### config.mk
export PLATFORM = sky130hd
export DESIGN_NAME = multi_tap_gesture_detector
export DESIGN_NICKNAME = d
export VERILOG_FILES = /design/src/hdl/mtgd_pkg.sv /design/src/hdl/multi_tap_gesture_detector.sv
export SDC_FILE = /design/constraint.sdc
export NUM_CORES = 1
export LEC_CHECK = 0
export BUFFER_PORTS_ARGS = -buffer_cell sky130_fd_sc_hd__buf_2
export CAP_MARGIN = 20
export CORE_ASPECT_RATIO = 0.8
export CORE_UTILIZATION = 70
export CTS_BUF_LIST = sky130_fd_sc_hd__clkbuf_2
export DETAILED_ROUTE_END_ITERATION = 16
export MAX_ROUTING_LAYER = met4
export PLACE_DENSITY = 0.93
export SLEW_MARGIN = 15
export SYNTH_ARGS = -nofsm -noshare
export SYNTH_HDL_FRONTEND = slang
export SYNTH_SLANG_ARGS = --single-unit
### constraint.sdc
create_clock -name clk -period 17.05 [get_ports clk]
set_clock_uncertainty 0.2 [all_clocks]
set_input_delay 5.115 -clock clk [delete_from_list [all_inputs] [get_ports clk]]
set_output_delay 5.115 -clock clk [all_outputs]
set_load 0.1 [all_outputs]
### src/hdl/mtgd_pkg.sv
// Package for the multi-tap gesture detector.
// Holds the transaction payload types, field widths and register indexes.
// No dependencies.
package mtgd_pkg;

    localparam int TIME_WIDTH   = 32;
    localparam int SAMPLE_WIDTH = 8;
    localparam int CFG_WIDTH    = 16;
    localparam int CFG_ADDR_W   = 2;
    localparam int NUM_AXES     = 3;
    localparam int COUNT_WIDTH  = 8;

    localparam logic [CFG_ADDR_W-1:0] REG_TAP_WINDOW  = 2'd0;
    localparam logic [CFG_ADDR_W-1:0] REG_DOWN_LIMIT_Z = 2'd1;
    localparam logic [CFG_ADDR_W-1:0] REG_DOWN_LIMIT_Y = 2'd2;
    localparam logic [CFG_ADDR_W-1:0] REG_DOWN_HOLD   = 2'd3;

    localparam int SRC_SIGN   = 3;
    localparam int SRC_SINGLE = 4;
    localparam int SRC_ACTIVE = 6;

    localparam logic [15:0] TAP_WINDOW_RESET = 16'd350;
    localparam logic [15:0] DOWN_HOLD_RESET  = 16'd200;
    localparam logic [7:0]  DOWN_LIMIT_RESET = 8'sd8;

    localparam logic [COUNT_WIDTH-1:0] COUNT_MAX = '1;

    typedef struct packed {
        logic [TIME_WIDTH-1:0]          now_ms;
        logic signed [SAMPLE_WIDTH-1:0] sample_y;
        logic signed [SAMPLE_WIDTH-1:0] sample_z;
        logic                           pin_level;
        logic [7:0]                     click_source;
    } gesture_in_t;

    typedef struct packed {
        logic [3:0] x_taps;
        logic [2:0] y_taps;
        logic [1:0] z_taps;
        logic       down_event;
    } gesture_out_t;

endpackage

### src/hdl/multi_tap_gesture_detector.sv
// Multi-tap and face-down gesture detector, top level.
// Depends on mtgd_pkg for payload types, widths and register indexes.
//
//  channel   signals                          direction
//  input     in_valid, in_ready, in_data      poll transaction in
//  output    out_valid, out_ready, out_data   one result per poll out
//  config    cfg_write, cfg_addr, cfg_data    register write, no wait
//
// A poll is latched in the input register, evaluated against the gesture state and
// written to the result register once that register is empty or being taken. One
// poll is accepted every cycle while the output side takes results. When the result
// register is full and not taken, a poll waiting in the input register holds and
// in_ready drops. Reset clears the gesture state, both valid flags and the
// configuration registers to their defaults.
module multi_tap_gesture_detector
    import mtgd_pkg::*;
(
    input  logic                  clk,
    input  logic                  rst_n,
    input  logic                  in_valid,
    output logic                  in_ready,
    input  gesture_in_t           in_data,
    output logic                  out_valid,
    input  logic                  out_ready,
    output gesture_out_t          out_data,
    input  logic                  cfg_write,
    input  logic [CFG_ADDR_W-1:0] cfg_addr,
    input  logic [CFG_WIDTH-1:0]  cfg_data
);

    logic [15:0]       tap_window_reg;
    logic signed [7:0] down_limit_z_reg;
    logic signed [7:0] down_limit_y_reg;
    logic [15:0]       down_hold_reg;

    logic        s1_valid_reg;
    gesture_in_t s1_data_reg;
    logic         out_valid_reg;
    gesture_out_t out_data_reg;

    logic                   pin_seen_reg, pin_seen_next;
    logic                   is_down_reg, is_down_next;
    logic [TIME_WIDTH-1:0]  down_start_reg, down_start_next;
    logic [TIME_WIDTH-1:0]  last_tap_reg [NUM_AXES];
    logic [TIME_WIDTH-1:0]  last_tap_next [NUM_AXES];
    logic [COUNT_WIDTH-1:0] tap_count_reg [NUM_AXES];
    logic [COUNT_WIDTH-1:0] tap_count_next [NUM_AXES];

    logic         advance;
    gesture_out_t result;
    logic         face_down;
    logic         fire;
    logic         tap_ok;
    logic [NUM_AXES-1:0]    closing;
    logic [COUNT_WIDTH-1:0] closed_count [NUM_AXES];
    logic [TIME_WIDTH-1:0]  tap_age [NUM_AXES];
    logic [TIME_WIDTH-1:0]  down_age;

    assign advance   = s1_valid_reg && (!out_valid_reg || out_ready);
    assign in_ready  = !s1_valid_reg || advance;
    assign out_valid = out_valid_reg;
    assign out_data  = out_data_reg;

    always_ff @(posedge clk or negedge rst_n)
    begin
        if (!rst_n)
        begin
            tap_window_reg   <= TAP_WINDOW_RESET;
            down_limit_z_reg <= DOWN_LIMIT_RESET;
            down_limit_y_reg <= DOWN_LIMIT_RESET;
            down_hold_reg    <= DOWN_HOLD_RESET;
        end
        else if (cfg_write)
        begin
            unique case (cfg_addr)
                REG_TAP_WINDOW:   tap_window_reg   <= cfg_data;
                REG_DOWN_LIMIT_Z: down_limit_z_reg <= cfg_data[7:0];
                REG_DOWN_LIMIT_Y: down_limit_y_reg <= cfg_data[7:0];
                REG_DOWN_HOLD:    down_hold_reg    <= cfg_data;
            endcase
        end
    end

    always_comb
    begin
        for (int i = 0; i < NUM_AXES; i++)
        begin
            tap_age[i]      = s1_data_reg.now_ms - last_tap_reg[i];
            closing[i]      = (tap_count_reg[i] != '0) &&
                              (tap_age[i] > {{(TIME_WIDTH-16){1'b0}}, tap_window_reg});
            closed_count[i] = closing[i] ? '0 : tap_count_reg[i];
        end

        result = '0;
        if (closing[0])
        begin
            result.x_taps = (tap_count_reg[0] >= 8'd10) ? 4'd10 : tap_count_reg[0][3:0];
        end
        if (closing[1] && tap_count_reg[1] <= 8'd4)
        begin
            result.y_taps = tap_count_reg[1][2:0];
        end
        if (closing[2] && tap_count_reg[2] <= 8'd2)
        begin
            result.z_taps = tap_count_reg[2][1:0];
        end

        face_down = ($signed(s1_data_reg.sample_z) <= down_limit_z_reg) &&
                    ($signed(s1_data_reg.sample_y) <= down_limit_y_reg);
        down_age  = s1_data_reg.now_ms - down_start_reg;
        fire      = face_down && is_down_reg &&
                    (down_age > {{(TIME_WIDTH-16){1'b0}}, down_hold_reg});

        is_down_next    = face_down;
        down_start_next = (face_down && !is_down_reg) ? s1_data_reg.now_ms : down_start_reg;

        pin_seen_next = pin_seen_reg;
        tap_ok        = s1_data_reg.click_source[SRC_ACTIVE] &&
                        s1_data_reg.click_source[SRC_SIGN] &&
                        s1_data_reg.click_source[SRC_SINGLE];
        for (int i = 0; i < NUM_AXES; i++)
        begin
            last_tap_next[i]  = last_tap_reg[i];
            tap_count_next[i] = closed_count[i];
        end

        if (fire)
        begin
            result            = '0;
            result.down_event = 1'b1;
        end
        else if (s1_data_reg.pin_level)
        begin
            if (!pin_seen_reg)
            begin
                pin_seen_next = 1'b1;
                if (tap_ok)
                begin
                    for (int i = 0; i < NUM_AXES; i++)
                    begin
                        if (s1_data_reg.click_source[i])
                        begin
                            last_tap_next[i] = s1_data_reg.now_ms;
                            if (closed_count[i] != COUNT_MAX)
                            begin
                                tap_count_next[i] = closed_count[i] + 1'b1;
                            end
                        end
                    end
                end
            end
        end
        else
        begin
            pin_seen_next = 1'b0;
        end
    end

    always_ff @(posedge clk or negedge rst_n)
    begin
        if (!rst_n)
        begin
            s1_valid_reg   <= 1'b0;
            out_valid_reg  <= 1'b0;
            pin_seen_reg   <= 1'b0;
            is_down_reg    <= 1'b0;
            down_start_reg <= '0;
            for (int i = 0; i < NUM_AXES; i++)
            begin
                last_tap_reg[i]  <= '0;
                tap_count_reg[i] <= '0;
            end
        end
        else
        begin
            if (in_ready)
            begin
                s1_valid_reg <= in_valid;
            end
            if (advance)
            begin
                out_valid_reg  <= 1'b1;
                pin_seen_reg   <= pin_seen_next;
                is_down_reg    <= is_down_next;
                down_start_reg <= down_start_next;
                for (int i = 0; i < NUM_AXES; i++)
                begin
                    last_tap_reg[i]  <= last_tap_next[i];
                    tap_count_reg[i] <= tap_count_next[i];
                end
            end
            else if (out_ready)
            begin
                out_valid_reg <= 1'b0;
            end
        end
    end

    always_ff @(posedge clk)
    begin
        if (in_valid && in_ready)
        begin
            s1_data_reg <= in_data;
        end
        if (advance)
        begin
            out_data_reg <= result;
        end
    end

`ifndef ASSERT_OFF
    a_down_alone: assert property (@(posedge clk) disable iff (!rst_n)
        out_valid_reg && out_data_reg.down_event |->
            out_data_reg.x_taps == '0 && out_data_reg.y_taps == '0 &&
            out_data_reg.z_taps == '0)
        else $error("Down event reported together with tap counts.");

    a_field_range: assert property (@(posedge clk) disable iff (!rst_n)
        out_valid_reg |-> out_data_reg.x_taps <= 4'd10 && out_data_reg.y_taps <= 3'd4 &&
            out_data_reg.z_taps <= 2'd2)
        else $error("Reported tap count out of range.");

    a_stall_only_when_full: assert property (@(posedge clk) disable iff (!rst_n)
        !in_ready |-> s1_valid_reg && out_valid_reg && !out_ready)
        else $error("Input stalled while the pipeline could move.");

    a_advance_fills_output: assert property (@(posedge clk) disable iff (!rst_n)
        advance |=> out_valid_reg)
        else $error("Evaluated poll did not reach the result register.");

    a_pin_state_frozen_on_down: assert property (@(posedge clk) disable iff (!rst_n)
        advance && fire |=> pin_seen_reg == $past(pin_seen_reg))
        else $error("Pin state changed on a down event.");
`endif

endmodule
# Yosys cells after proc, flatten, opt, wreduce, memory -nomap -nowiden
# Cells that the tools add are included.
# classes
n_reduce_logical	36
n_bitwise	5
magnitude_cmp	9
add_sub_neg	7
n_eq_ne	6
mux	18
# op_table
op	n
$gt 32x16->1	4
$sub 32x32->32	4
$mux 24	4
$mux 8	9
$add 8x1->8 const B	3
$ne 8x8->1 const B	3
$reduce_bool 8->1	3
$reduce_and 6->1	3
$le 8x8->1	2
$logic_and 1x1->1	13
$reduce_and 2->1	6
$ge 8x4->1 const B	1
$le 8x2->1 const B	1
$le 8x3->1 const B	1
$reduce_or 2->1	3
$not 1->1	5
$eq 2x2->1 const B	2
$mux 1	4
$mux 4	1
$logic_not 1->1	3
$reduce_or 3->1	1
$eq 2x1->1 const B	1
$logic_not 2->1	1
$logic_or 1x1->1	2
$reduce_bool 2->1	1
# word_totals
elab_cells	106
reg_bits	270
out_inout_bits	12
input_bits	80

# Logic depth before layout (Yosys ltp)
# Gate-level depths: netlist of run 1.
# depth
depth_word	11
mapped_depth	28

# Worst setup path before layout of run 1
# OpenSTA, ideal clock, no wires.
# synth_path
path_type	input to output
from	input port out_ready
to	output port in_ready
required_time_ps	11735
path_slack_ps	5798
arrival_ps	5937
path_stages	1
path_buffers	0
path_cell_list	nand3b_1
# synth_via
elab_chain_cells	3
# synth_lines
item	line	text
start, declared	multi_tap_gesture_detector.sv:24	input logic out_ready,
$logic_or 1x1->1	multi_tap_gesture_detector.sv:59	assign advance = s1_valid_reg && (!out_valid_reg || out_ready);
$logic_and 1x1->1	multi_tap_gesture_detector.sv:59	
$logic_or 1x1->1	multi_tap_gesture_detector.sv:60	assign in_ready = !s1_valid_reg || advance;
end, declared	multi_tap_gesture_detector.sv:21	output logic in_ready,
# No other way between the ends.

# Worst setup path in the final report of run 1
# Ends and elaborated chain as after synthesis.

==> results.ini, run 1 <==
[clock_tree]
post_cts_resized = 0
path_clk_slew_ns = 0.10
hold_buffers = 0
htree_levels = 3
cts_setup_buffers = 0
cts_tree = yes
root_buffer = clkbuf_2
cts_buffer_depth = 3
cts_sinks = 269
cts-buffers-inserted = 70
insertion_delay_ns = 0.90

[route]
wirelength_um = 59500
via_per_inst = 6.65
drtIter0Drc = 1896
num_vias = 19200
ant_nets = 0
firstDrtPassIters = 6
route.detailed.drc = 0
routedWlPerCell_um = 20.6

[setup_path]
crit_slowest_cell = buf_2
end_kind = output pin
rr_startpoint = s1_data_reg[26]$_DFFE_PP_
start_kind = primary input
worstPathRequired_ns = 11.73
crit_start = out_ready
critPathArrivalTime_ns = 5.78
slowest_delay_ns = 0.44
path_class = primary input to output pin
cpMostUsedCell = buf_2
worstPathBufferInverterCount = 2
cp_max_fo = 3
critical_path.top_delay_family = buffers and inverters
cp_cell_sequence = buf_2 -> nand3b_1 -> buf_2

[yosys]
synth_cells = 2361
synth_area_leader_cell = dfrtp_1
synth_area_per_cell_um2 = 8.74
synth_seq_cells = 269
yosysSeqAreaShare_pct = 34.2
synth_edf_count = 65
synth_common_cells = 246 x nand2_1, 218 x inv_1, 207 x ha_1, 193 x dfrtp_1, 158 x a21oi_1
syn_nets = 2652
synth-main-ff-cell = dfrtp_1
synth_top_area_share_pct = 23.4
yosysMostFrequentCell = nand2_1
synthesis.area_um2 = 20600
async_flop_share_pct = 75.8
yosysWarnings = 0
synth_cell_type_count = 89
synthTopCellsByArea = dfrtp_1 23%, ha_1 13%, edfxtp_1 9.5%

[global_routing]
track_usage_pct = 40.8
grt-ovfl-total = 0
grt_max_degree = 89
grt_pass1_vias = 18600
top_usage_layer = met2
grtUsageMet3_pct = 8.95
antenna_found_initial = 1
grtUsageMet1_pct = 52.2
grt_pass1_wl_um = 94600
gr-usage-met2_pct = 63.1

[final_layout]
nets = 2757
fillers = 1978
drive_gt1_share_pct = 13.4
area_delta_synth_final_pct = 7.02
largest_register_ffs = 96

[worst_hold_path]
hold_start = s1_valid_reg$_DFFE_PN0N_
hold_path.class = flop to flop

[timing]
slew_violations = 0
rsz0062_at_grt = false
tns_ns = 0
fin_crit_sh_pct = 65.1
max_freq_mhz = 90.1
fin_crit_ns = 11.10
finalSetupViolCount = 0
worst_slew_pin_slew_ns = 1.03
timing_hold_violations_final = 0
slew_headroom_pct = 31.0

[power_and_ir_drop]
power_density_nw_per_um2 = 145
power_leakage_nw = 10.2
totalPowerFinal_mw = 3.21
ir_drop_mv = 0.104

[die]
dieArea_um2 = 30200
fp.dieW_um = 194
ios = 92
core_area_um2 = 28600
start_util_pct = 72.1
rows = 55
die_h_um = 156

[placement]
io_buffers = 89
gp_congestion = 1.01
dp_hpwl_um = 45600

[outcome]
status = complete, no violations

[flow_run]
maxCapViolCount = 0

[power breakdown]
part / internal, mW / switching, mW
clock: 0.188 / 0.284
combinational: 0.748 / 1.12
sequential: 0.800 / 0.0692
total: 1.74 / 1.47
[kinds of logic (layout without fill, tap and decap cells)]
logic type                 after synthesis  in the layout  synth area share [%]
other                                    0              1                     0
xor gates and xnor gates                83             83                  3.52
muxes                                   84             84                  4.51
AOI/OAI and AO/OA                      679            679                  21.4
DFF                                    269            269                  34.2
adders and majority gates              211            211                  12.9
buffers and inverters                  297            458                  5.50
and+or+nand+nor                        738            738                  17.9
[worst paths after layout]
path,to,slack [ns],cells past startpoint
worst min register to register,out_valid$_DFFE_PN0P_,0.29,1
max in group asynchronous,last_tap_reg[31]$_DFFE_PN0P_,10.45,3
min in group asynchronous,tap_count_reg[17]$_DFFE_PN0P_,4.08,1
worst max register to register,tap_count_reg[10]$_DFFE_PN0P_,8.50,25
worst min-delay path,out_valid$_DFFE_PN0P_,0.29,1
worst max-delay path,in_ready,5.95,3
[layout by cell type, fill, tap and decap left out, types with 22 or more instances in the layout]
cell | synthesis | routed
nand2_1 | 246 | 246
inv_1 | 218 | 218
ha_1 | 207 | 207
dfrtp_1 | 193 | 193
a21oi_1 | 158 | 158
o21ai_0 | 131 | 131
nor2_1 | 126 | 126
clkbuf_2 | 0 | 113
buf_2 | 17 | 88
mux2_2 | 68 | 68
o21ai_1 | 65 | 65
edfxtp_1 | 65 | 65
nor3_1 | 58 | 58
a21o_1 | 55 | 55
nand3_1 | 53 | 53
xnor2_1 | 51 | 51
nand4_1 | 48 | 48
xor2_1 | 32 | 32
o21a_1 | 32 | 32
and3_1 | 30 | 30
o211ai_1 | 28 | 28
nor2b_1 | 26 | 26
and2_1 | 25 | 24
a211oi_1 | 22 | 22
buf_4 | 0 | 22
[per-stage QoR]
| stage | area (um^2) | setup WS, ns | util [%] | hold WS, ns | instances |
|---|---|---|---|---|---|
| 2_1_floorplan | 20600 | 5.80 | - | 0.250 | 2361 |
| 3_3_place_gp | 21400 | 5.98 | 74.9 | 0.266 | 2764 |
| 3_5_place_dp | 21400 | 5.97 | 74.9 | 0.285 | 2764 |
| 4_1_cts | 22100 | 5.96 | 77.2 | 0.295 | 2892 |
| 5_1_grt | 22100 | 5.94 | 77.2 | 0.296 | 2893 |
| 6_report | 22100 | 5.95 | 77.2 | 0.287 | 2893 |
[per-layer routing]
metal,vias to the layer above,share of wire [%]
met2,937,45
met4,0,3.7
met3,181,11
li1,8913,-
met5,-,0
met1,9196,41
[cell type report]
type                       instances  area [um^2]  area share [%]
multi-input combinational       1795        12500            56.4
tap                              370          463            2.10
antenna                            1         2.50          0.0113
sequential                       269         7070            32.0
clock buffer                     113          566            2.56
clock inverter                    15         82.6           0.374
timing repair buffer             111          619            2.80
inverter                         219          822            3.72
Note: power is estimated with default switching activity, not from simulation.
==> inputs of run 2 (changes only) <==
--- a/config.mk
+++ b/config.mk
@@ -5,14 +5,15 @@
 export SDC_FILE = /design/constraint.sdc
 export NUM_CORES = 1
 export LEC_CHECK = 0
+export ABC_AREA = 1
 export BUFFER_PORTS_ARGS = -buffer_cell sky130_fd_sc_hd__buf_2
 export CAP_MARGIN = 20
 export CORE_ASPECT_RATIO = 0.8
-export CORE_UTILIZATION = 70
+export CORE_UTILIZATION = 65
 export CTS_BUF_LIST = sky130_fd_sc_hd__clkbuf_2
 export DETAILED_ROUTE_END_ITERATION = 16
 export MAX_ROUTING_LAYER = met4
-export PLACE_DENSITY = 0.93
+export PLACE_DENSITY = 0.87
 export SLEW_MARGIN = 15
 export SYNTH_ARGS = -nofsm -noshare
 export SYNTH_HDL_FRONTEND = slang
==> constraint.sdc (replaced) <==
create_clock -name clk -period 11 [get_ports clk]
set_clock_uncertainty 0.2 [all_clocks]
set_input_delay 3.3 -clock clk [delete_from_list [all_inputs] [get_ports clk]]
set_output_delay 3.3 -clock clk [all_outputs]
set_load 0.1 [all_outputs]
==> results.ini, run 2 <==
[die]
start_util_pct = 66.9  ; -5.3 points
ios = 92  ; unchanged
rows = 59  ; +7.3%
die_h_um = 167  ; +7.1%
dieArea_um2 = 34600  ; +15%
core_area_um2 = 32900  ; +15%
fp.dieW_um = 208  ; +7.1%

[placement]
gp_congestion = 1.08  ; +6.9%
dp_hpwl_um = 53800  ; +18%
io_buffers = 89  ; unchanged

[timing]
worst_slew_pin_slew_ns = 1.12  ; +0.0877 ns
finalSetupViolCount = 0  ; unchanged
tns_ns = 0  ; unchanged
timing_hold_violations_final = 0  ; unchanged
fin_crit_sh_pct = 68.0
slew_violations = 0  ; unchanged
slew_headroom_pct = 25.1  ; -5.9 points
fin_crit_ns = 7.47
max_freq_mhz = 134
rsz0062_at_grt = false

[global_routing]
grt_pass1_vias = 21900  ; +17%
grt_pass1_wl_um = 110000  ; +16%
grt-ovfl-total = 0  ; unchanged
track_usage_pct = 41.6  ; +0.73 points
grt_max_degree = 77  ; -13%
antenna_found_initial = 2  ; +1

[power_and_ir_drop]
power_leakage_nw = 13.2  ; +29%
ir_drop_mv = 0.174  ; +68%
power_density_nw_per_um2 = 253  ; +74%
totalPowerFinal_mw = 6.01  ; +87%

[final_layout]
largest_register_ffs = 96  ; unchanged
drive_gt1_share_pct = 7.62  ; -5.8 points
fillers = 2686  ; +36%
nets = 3714  ; +35%
area_delta_synth_final_pct = 7.74
final_common_cell = nand2_1
mostFrequentLayoutCells = 1026 x nand2_1, 611 x inv_1, 284 x nor2_1, 207 x o21ai_0, 207 x ha_1

[clock_tree]
path_clk_slew_ns = 0.11  ; about the same
hold_buffers = 0  ; unchanged
insertion_delay_ns = 1.02  ; +0.12 ns
cts_tree = yes
cts_sinks = 269  ; unchanged
cts_buffer_depth = 3  ; unchanged
cts_setup_buffers = 0  ; unchanged
cts-buffers-inserted = 69  ; -1.4%
post_cts_resized = 0  ; unchanged
htree_levels = 3  ; unchanged
root_buffer = clkbuf_2

[yosys]
synth-simple-area-share_pct = 30.6  ; +13 points
synth_cell_type_count = 52  ; -42%
syn_nets = 3577  ; +35%
yosysMostFrequentCell = nand2_1
synth_area_per_cell_um2 = 6.70  ; -23%
synthTopCellsByArea = dfrtp_1 22%, nand2_1 17%, ha_1 12%
synthesis.area_um2 = 22000  ; +6.6%
synth_edf_count = 65  ; unchanged
async_flop_share_pct = 75.8  ; unchanged
synth_top_family_by_area = simple AND/OR/NAND/NOR gates
synth-main-ff-cell = dfrtp_1
synth_top_area_share_pct = 21.9  ; -1.4 points
synth_seq_cells = 269  ; unchanged
synth_compound_area_share_pct = 11.0  ; -10 points
yosysWarnings = 0  ; unchanged
yosysSeqAreaShare_pct = 32.1  ; -2.1 points
synth_common_cells = 1026 x nand2_1, 612 x inv_1, 285 x nor2_1, 207 x ha_1, 207 x o21ai_0
synth-adder-area-share_pct = 12.1  ; -0.80 points
synth_cells = 3286  ; +39%
synth_area_leader_cell = dfrtp_1
synthMuxAreaShare_pct = 0  ; -4.5 points
synthXorXnorAreaFrac_pct = 2.79  ; -0.74 points

[route]
route.detailed.drc = 0  ; unchanged
drtIter0Drc = 2455  ; +29%
via_per_inst = 5.72  ; -14%
firstDrtPassIters = 8  ; +2
routedWlPerCell_um = 17.6  ; -14%
ant_nets = 0  ; unchanged
wirelength_um = 68800  ; +16%
num_vias = 22400  ; +16%

[setup_path]
cp_max_fo = 3  ; unchanged
start_kind = primary input
path_class = primary input to output pin
ff2ff_setup_slack_ns = 4.51  ; -3.99 ns
worstPathRequired_ns = 7.50  ; -4.23 ns
critPathArrivalTime_ns = 3.97  ; -1.81 ns
end_kind = output pin

[worst_hold_path]
hold_path.class = flop to flop

[flow_run]
maxCapViolCount = 0  ; unchanged

[outcome]
status = complete, no violations

run 2: area by class of cell:
cell class / count / area (um^2) / area share [%]
Inverter: 614 / 2300 / 9.72
Clock buffer: 102 / 510 / 2.15
Antenna cell: 2 / 5.00 / 0.0211
Tap cell: 427 / 534 / 2.25
Clock inverter: 25 / 211 / 0.892
Multi-Input combinational cell: 2365 / 12500 / 52.5
Timing Repair Buffer: 104 / 619 / 2.61
Sequential cell: 269 / 7070 / 29.8
run 2: path summary, 6_finish.rpt:
kind / start / depth (start not counted) / end
setup / recovery: out_ready / 4 / in_ready
hold / removal: tap_window_reg[13]$_DFFE_PN0P_ / 2 / tap_window_reg[13]$_DFFE_PN0P_
setup reg to reg: s1_data_reg[26]$_DFFE_PP_ / 32 / tap_count_reg[20]$_DFFE_PN0P_
hold reg to reg: tap_window_reg[13]$_DFFE_PN0P_ / 2 / tap_window_reg[13]$_DFFE_PN0P_
max in group asynchronous: rst_n / 2 / down_start_reg[24]$_DFFE_PN0P_
min in group asynchronous: rst_n / 1 / last_tap_reg[65]$_DFFE_PN0P_
run 2: per-stage QoR:
step	cells	hold WS [ns]	setup WS [ns]	util [%]	area, um^2
2_1_floorplan	3286	0.253	3.39	-	22000
3_3_place_gp	3776	0.267	3.56	69.6	22900
3_5_place_dp	3776	0.274	3.55	69.6	22900
4_1_cts	3903	0.300	3.53	71.8	23600
5_1_grt	3908	0.327	3.50	72.0	23700
6_report	3908	0.301	3.53	72.0	23700
run 2: cell families (layout without fill, tap and decap cells):
group / count (synthesis) / in the layout
AO/OA/AOI/OAI: 460 / 460
XOR/XNOR: 70 / 70
adder cells (fa/ha/maj): 211 / 211
buffers and inverters: 652 / 845
flip-flops: 269 / 269
other: 0 / 2
AND/OR/NAND/NOR: 1624 / 1624
run 2: worst max-delay path, stage by stage:
cell and delay [ns]:
buf_2 0.08, inv_1 0.04, nand3_1 0.11, buf_2 0.45
run 2: power by group:
group / internal, mW / switching, mW
Combinational: 1.25 / 2.50
Sequential: 1.29 / 0.145
Clock: 0.344 / 0.468
Total: 2.89 / 3.11
run 2: per-layer routing:
metal	part of all wire (%)	track usage [%]
met5	0	-
met4	4.4	18.2
met3	11	10.2
met2	44	64.0
met1	40	52.1
